**config.mk**
```make
export PLATFORM = sky130hd
export DESIGN_NAME = ptc_temp
export DESIGN_NICKNAME = d
export VERILOG_FILES = /design/src/hdl/ptc_pkg.sv /design/src/hdl/ptc_temp.sv
export SDC_FILE = /design/constraint.sdc
export NUM_CORES = 2
export LEC_CHECK = 0
export ABC_CLOCK_PERIOD_IN_PS = 12430
export BUFFER_PORTS_ARGS = -buffer_cell sky130_fd_sc_hd__buf_4
export CAP_MARGIN = 20
export CORE_UTILIZATION = 63
export DETAILED_ROUTE_END_ITERATION = 7
export PLACE_DENSITY = 0.83
export SETUP_SLACK_MARGIN = 0.15
export SYNTH_ARGS = -nofsm -noshare
export SYNTH_HDL_FRONTEND = slang
export SYNTH_SLANG_ARGS = --single-unit
export TNS_END_PERCENT = 30
```
**constraint.sdc**
```tcl
create_clock -name clock -period 12.43 [get_ports clock]
set_clock_uncertainty 0.2 [all_clocks]
set_input_delay 1.8645 -clock clock [delete_from_list [all_inputs] [get_ports clock]]
set_output_delay 1.8645 -clock clock [all_outputs]
set_load 0.005 [all_outputs]
```
**src/hdl/ptc_pkg.sv**
```systemverilog
// ----------------------------------------------------------------------------
// ptc_pkg
// Shared types and constants for the pressure and temperature compensation.
// ----------------------------------------------------------------------------
package ptc_pkg;

   localparam int RawWidth   = 20;
   localparam int TempWidth  = 27;
   localparam int PressWidth = 24;
   localparam int V1Width    = 33;
   localparam int OneShift   = 47;
   localparam int DivShift   = 33;
   localparam int DivBits    = 64;

   localparam logic [31:0]        TempRound = 32'd128;
   localparam logic [V1Width-1:0] TfOffset  = 33'd128000;
   localparam logic [20:0]        PFull     = 21'd1048576;
   localparam logic [11:0]        PScale    = 12'd3125;

   localparam int CsrIndexWidth = 3;
   localparam logic [CsrIndexWidth-1:0] CSR_TEMP_COEFFS = 3'd0;
   localparam logic [CsrIndexWidth-1:0] CSR_PRESS_LOW   = 3'd1;
   localparam logic [CsrIndexWidth-1:0] CSR_PRESS_HIGH  = 3'd2;
   localparam logic [CsrIndexWidth-1:0] CSR_PRESS_NINE  = 3'd3;

   typedef struct packed {
      logic [RawWidth-1:0] raw_temp;
      logic [RawWidth-1:0] raw_press;
   } req_word_type;

   typedef struct packed {
      logic signed [TempWidth-1:0] temperature_centi;
      logic [PressWidth-1:0]       pressure_pa;
      logic                        pressure_invalid;
   } rsp_word_type;

   typedef struct packed {
      logic [15:0]        t1;
      logic signed [15:0] t2;
      logic signed [15:0] t3;
      logic [15:0]        p1;
      logic signed [15:0] p2;
      logic signed [15:0] p3;
      logic signed [15:0] p4;
      logic signed [15:0] p5;
      logic signed [15:0] p6;
      logic signed [15:0] p7;
      logic signed [15:0] p8;
      logic signed [15:0] p9;
   } coef_type;

endpackage

```
**src/hdl/ptc_temp.sv**
```systemverilog
// ----------------------------------------------------------------------------
// ptc_temp
// Fine temperature in 32-bit arithmetic, temperature output and pressure offset.
// ----------------------------------------------------------------------------
module ptc_temp import ptc_pkg::*; (
   input  logic                        clock,
   input  logic                        reset,
   input  logic                        en,
   input  logic                        in_valid,
   input  req_word_type                in_word,
   input  coef_type                    coef,
   output logic                        out_valid,
   output logic signed [TempWidth-1:0] out_temp,
   output logic signed [V1Width-1:0]   out_v1,
   output logic [RawWidth-1:0]         out_raw_press
);

   logic [31:0] x, d, t2x, t3x;
   logic [31:0] aprod_in, aprod_ff, dsq_in, dsq_ff;
   logic [31:0] a32_in, a32_ff, bprod_in, bprod_ff;
   logic [31:0] fine_in, fine_ff, f5;
   logic signed [31:0] ash, dsh, bsh, tsh;
   logic signed [TempWidth-1:0] temp_in, temp_ff;
   logic signed [V1Width-1:0] v1_in, v1_ff;
   logic [V1Width-1:0] v1_back;
   logic [RawWidth-1:0] rp1_ff, rp2_ff, rp3_ff, rp4_ff;
   logic vld1_ff, vld2_ff, vld3_ff, vld4_ff;

   assign t2x = {{16{coef.t2[15]}}, coef.t2};
   assign t3x = {{16{coef.t3[15]}}, coef.t3};
   assign x = {15'b0, in_word.raw_temp[19:3]} - {15'b0, coef.t1, 1'b0};
   assign d = {16'b0, in_word.raw_temp[19:4]} - {16'b0, coef.t1};
   assign aprod_in = x * t2x;
   assign dsq_in = d * d;

   assign ash = $signed(aprod_ff) >>> 11;
   assign a32_in = ash;
   assign dsh = $signed(dsq_ff) >>> 12;
   assign bprod_in = $unsigned(dsh) * t3x;

   assign bsh = $signed(bprod_ff) >>> 14;
   assign fine_in = a32_ff + $unsigned(bsh);

   assign f5 = fine_ff * 32'd5 + TempRound;
   assign tsh = $signed(f5) >>> 8;
   assign temp_in = tsh[TempWidth-1:0];
   assign v1_in = $signed({fine_ff[31], fine_ff} - TfOffset);

   always_ff @(posedge clock) begin
      if (reset) begin
         vld1_ff <= 1'b0;
         vld2_ff <= 1'b0;
         vld3_ff <= 1'b0;
         vld4_ff <= 1'b0;
      end else if (en) begin
         vld1_ff <= in_valid;
         vld2_ff <= vld1_ff;
         vld3_ff <= vld2_ff;
         vld4_ff <= vld3_ff;
      end
   end

   always_ff @(posedge clock) begin
      if (en) begin
         aprod_ff <= aprod_in;
         dsq_ff   <= dsq_in;
         rp1_ff   <= in_word.raw_press;
         a32_ff   <= a32_in;
         bprod_ff <= bprod_in;
         rp2_ff   <= rp1_ff;
         fine_ff  <= fine_in;
         rp3_ff   <= rp2_ff;
         temp_ff  <= temp_in;
         v1_ff    <= v1_in;
         rp4_ff   <= rp3_ff;
      end
   end

   assign out_valid     = vld4_ff;
   assign out_temp      = temp_ff;
   assign out_v1        = v1_ff;
   assign out_raw_press = rp4_ff;

   assign v1_back = v1_ff + TfOffset;

   a_v1_from_fine: assert property (@(posedge clock) disable iff (reset)
      vld4_ff |-> v1_back[32] == v1_back[31])
      else $error("pressure offset does not come from a 32-bit fine temperature");

endmodule

```
==> results.md <==
* Sequential element share of the synthesized area at 17.7%
* Final WL at 84,300 um
* WHS at around 0.20 ns
* FP Rows at 91
* Final setup viols at 0
* Hold Violations, Final at 0
* Async SR Flop Fraction at 0%
* Slew HR at 29.6%
* Area grow syn2layout at 7.30%
* RePlAce Congestion at around 0.9
* Hold crit path type: flop to flop
* # diodes at 0
* CP Max Fanout at 27
* # IOs at 317
* Dpl hpwl at 67,600 um
* Die Ht at 252 um
* Antenna viol nets, final at 0
* Crit end category: flop
* Setup TNS at 0 ns
* IO buf count at about 170
* Root Driver: clkbuf_16
* Syn_nets at 5,255
* Share of cells above drive strength 1 at under 10%
* Yosys Warn Count at 0
* Post-synth EDFFs at around 230
* PostCTS Resize Cnt at 0
* Initial Util at roughly 64%
* Fin crit period at about 11 ns
* Final Non-Filler Cells at between 4,000 and 5,000
* Critical path startpoint category: primary input
* Largest net degree at the start of global routing at 85
* Syn avg cell area at 10.2 um^2
* Status: finished clean
* CTS tree: yes
* Max Cap Violations at 0
* R2R Setup Slk at between 4 and 5 ns
* CTS buffer count at 23
* Filler instances at between 4,000 and 5,000
* CP Data Required Time at 12.50 ns
* Nets at between 5,000 and 6,000
* Vias at 26,120
* H-tree depth at 1
* Clock Latency Late Sink at around 0.55 ns
* Die W at 252 um
* Cell area after synthesis at around 39,000 um^2
* Clock tree sinks at about 230
* Die area at 63,300 um^2
* Initial DRC Count at around 1,700
* Tightest Pin Transition at between 1 and 1.5 ns
* Tcrit/Tclk final at around 87%
* RSZ-0062 raised after global routing: false
* CTS clk-pin slew, worst paths at approximately 0.060 ns
* Tot GR Track Use at around 28%
* Top cell type's share of synthesized area at a little over two fifths
* Crit path buffers/inverters at 6
* Netlist cell types at 69
* Core footprint at 61,600 um^2
* CP top delay family: adder cells
* Vias/cell at around 5.4
* Seq cells post-synth at around 230
* Cts hold-fix bufs at 0
* First-pass GRT wire length at approximately 140,000 um
* Residual DRC at 0
* Average wire per standard cell at around 18 um
* Synth top area cells: fa_1 (42%), edfxtp_1 (18%), ha_1 (11%)
* Slowest stage cell, crit path: clkinv_1
* Post-synth top area cell: fa_1
* Clock buffer depth at 3
* Most frequent CP cell: fa_1
* Placed insts at 4,771
* Vias in the first global route at between 20,000 and 30,000
* CP arrival at about 11 ns
* Initial antenna violation count at 0
* CP max stage delay at around 0.62 ns
* Most used flip-flop cell after synthesis: edfxtp_1
* Final slew viol count at 0
* Syn Inst Count at between 3,000 and 4,000
* Crit Path Class: primary input to flop
* Peak Freq at 92.1 MHz
* Post-CTS Setup Inserts at 0
* Remaining Overflow, GRT at 0
* First-pass DRT Iterations at 5
[layout make-up]
class | count | area, um^2 | area share, %
clock buffer | 25 | 583 | 1.38
clock inverter | 16 | 213 | 0.505
inverter | 994 | 3730 | 8.86
multi-input combinational | 2505 | 28100 | 66.6
sequential | 233 | 6960 | 16.5
tap | 837 | 1050 | 2.49
timing repair buffer | 202 | 1520 | 3.62
[sequential cells by signal, indices dropped and copies added (netlist names)]
signal / flops
out_v1: 23
rp2_ff: 20
out_temp: 24
out_raw_press: 20
vld1_ff: 1
rp3_ff: 20
fine_ff: 22
vld3_ff: 1
bprod_ff: 18
out_valid: 1
rp1_ff: 20
vld2_ff: 1
aprod_ff: 21
dsq_ff: 20
a32_ff: 21
[metrics by stage]
step	utilization, %	instance area [um^2]	setup slack, ns
after floorplan	-	39300	2.50
after global placement	67.1	41300	1.35
after detailed placement	67.1	41300	1.08
after CTS	68.4	42100	1.66
after global routing	68.4	42100	1.19
final	68.4	42100	1.58
[Yosys cell counts, drive strengths merged (17+ instances only)]
library cell	count
inv	988
fa	817
nand2	453
ha	337
edfxtp	229
and2	215
nor2	148
xnor2	118
clkbuf	116
a21oi	57
xor2	40
o21ai	39
nand2b	34
nor2b	33
a21o	32
nor3	30
o21a	25
buf	17
[placed cells by master (no fill, tap or decap), types with 4 or more instances in the layout]
cell       synthesis  final
a21boi_0           5      5
ha_1             337    337
nor2_1           148    148
inv_1            984    984
nand2_1          453    453
xnor2_1          117    114
buf_4             13    201
or3_1              6      6
bufinv_16          0      4
o21bai_1          10     10
nand3_1           16     16
clkbuf_16          0     23
and2_1           215    215
nand4_1            5      5
mux2i_1            4      4
nor3_1            30     29
inv_2              4      4
a31oi_1            6      6
fa_1             817    817
edfxtp_1         229    229
o31ai_1            5      5
nor2b_1           33     33
a211oi_1           5      5
a21oi_1           56     55
o31a_1             5      5
o21a_1            25     25
o21ai_0           37     37
a21o_1            32     32
nand2b_1          34     34
and3_1            11     11
xor2_1            40     39
dfxtp_1            4      4
clkinv_1           6      9
[worst paths after layout]
kind,start,endpoint,cells past startpoint
worst min register to register,rp3_ff[1],out_raw_press[1],0
worst max-delay path,in_word[25],dsq_ff[31],31
worst max register to register,dsq_ff[20],bprod_ff[31],20
worst min-delay path,rp3_ff[1],out_raw_press[1],0
[logic make-up (layout without fill, tap and decap cells)]
group | after synthesis | in the layout | synth area share [%]
DFF | 233 | 233 | 17.7
xor gates and xnor gates | 159 | 159 | 3.60
muxes | 5 | 5 | 0.131
and+or+nand+nor | 968 | 968 | 11.5
adders and majority gates | 1154 | 1154 | 52.4
buffers and inverters | 1127 | 1237 | 10.9
AOI/OAI and AO/OA | 219 | 219 | 3.74
[layer usage]
metal / GRT usage [%] / vias up / wire length, um
met5: 0 / - / 0
met4: 10.3 / 0 / 3070
met3: 3.80 / 219 / 5900
met2: 48.6 / 1011 / 42400
met1: 36.3 / 13217 / 32900
li1: - / 11673 / -
Power is not shown: default switching activity piles up to over one toggle a cycle in this logic, so the estimate is an artifact.
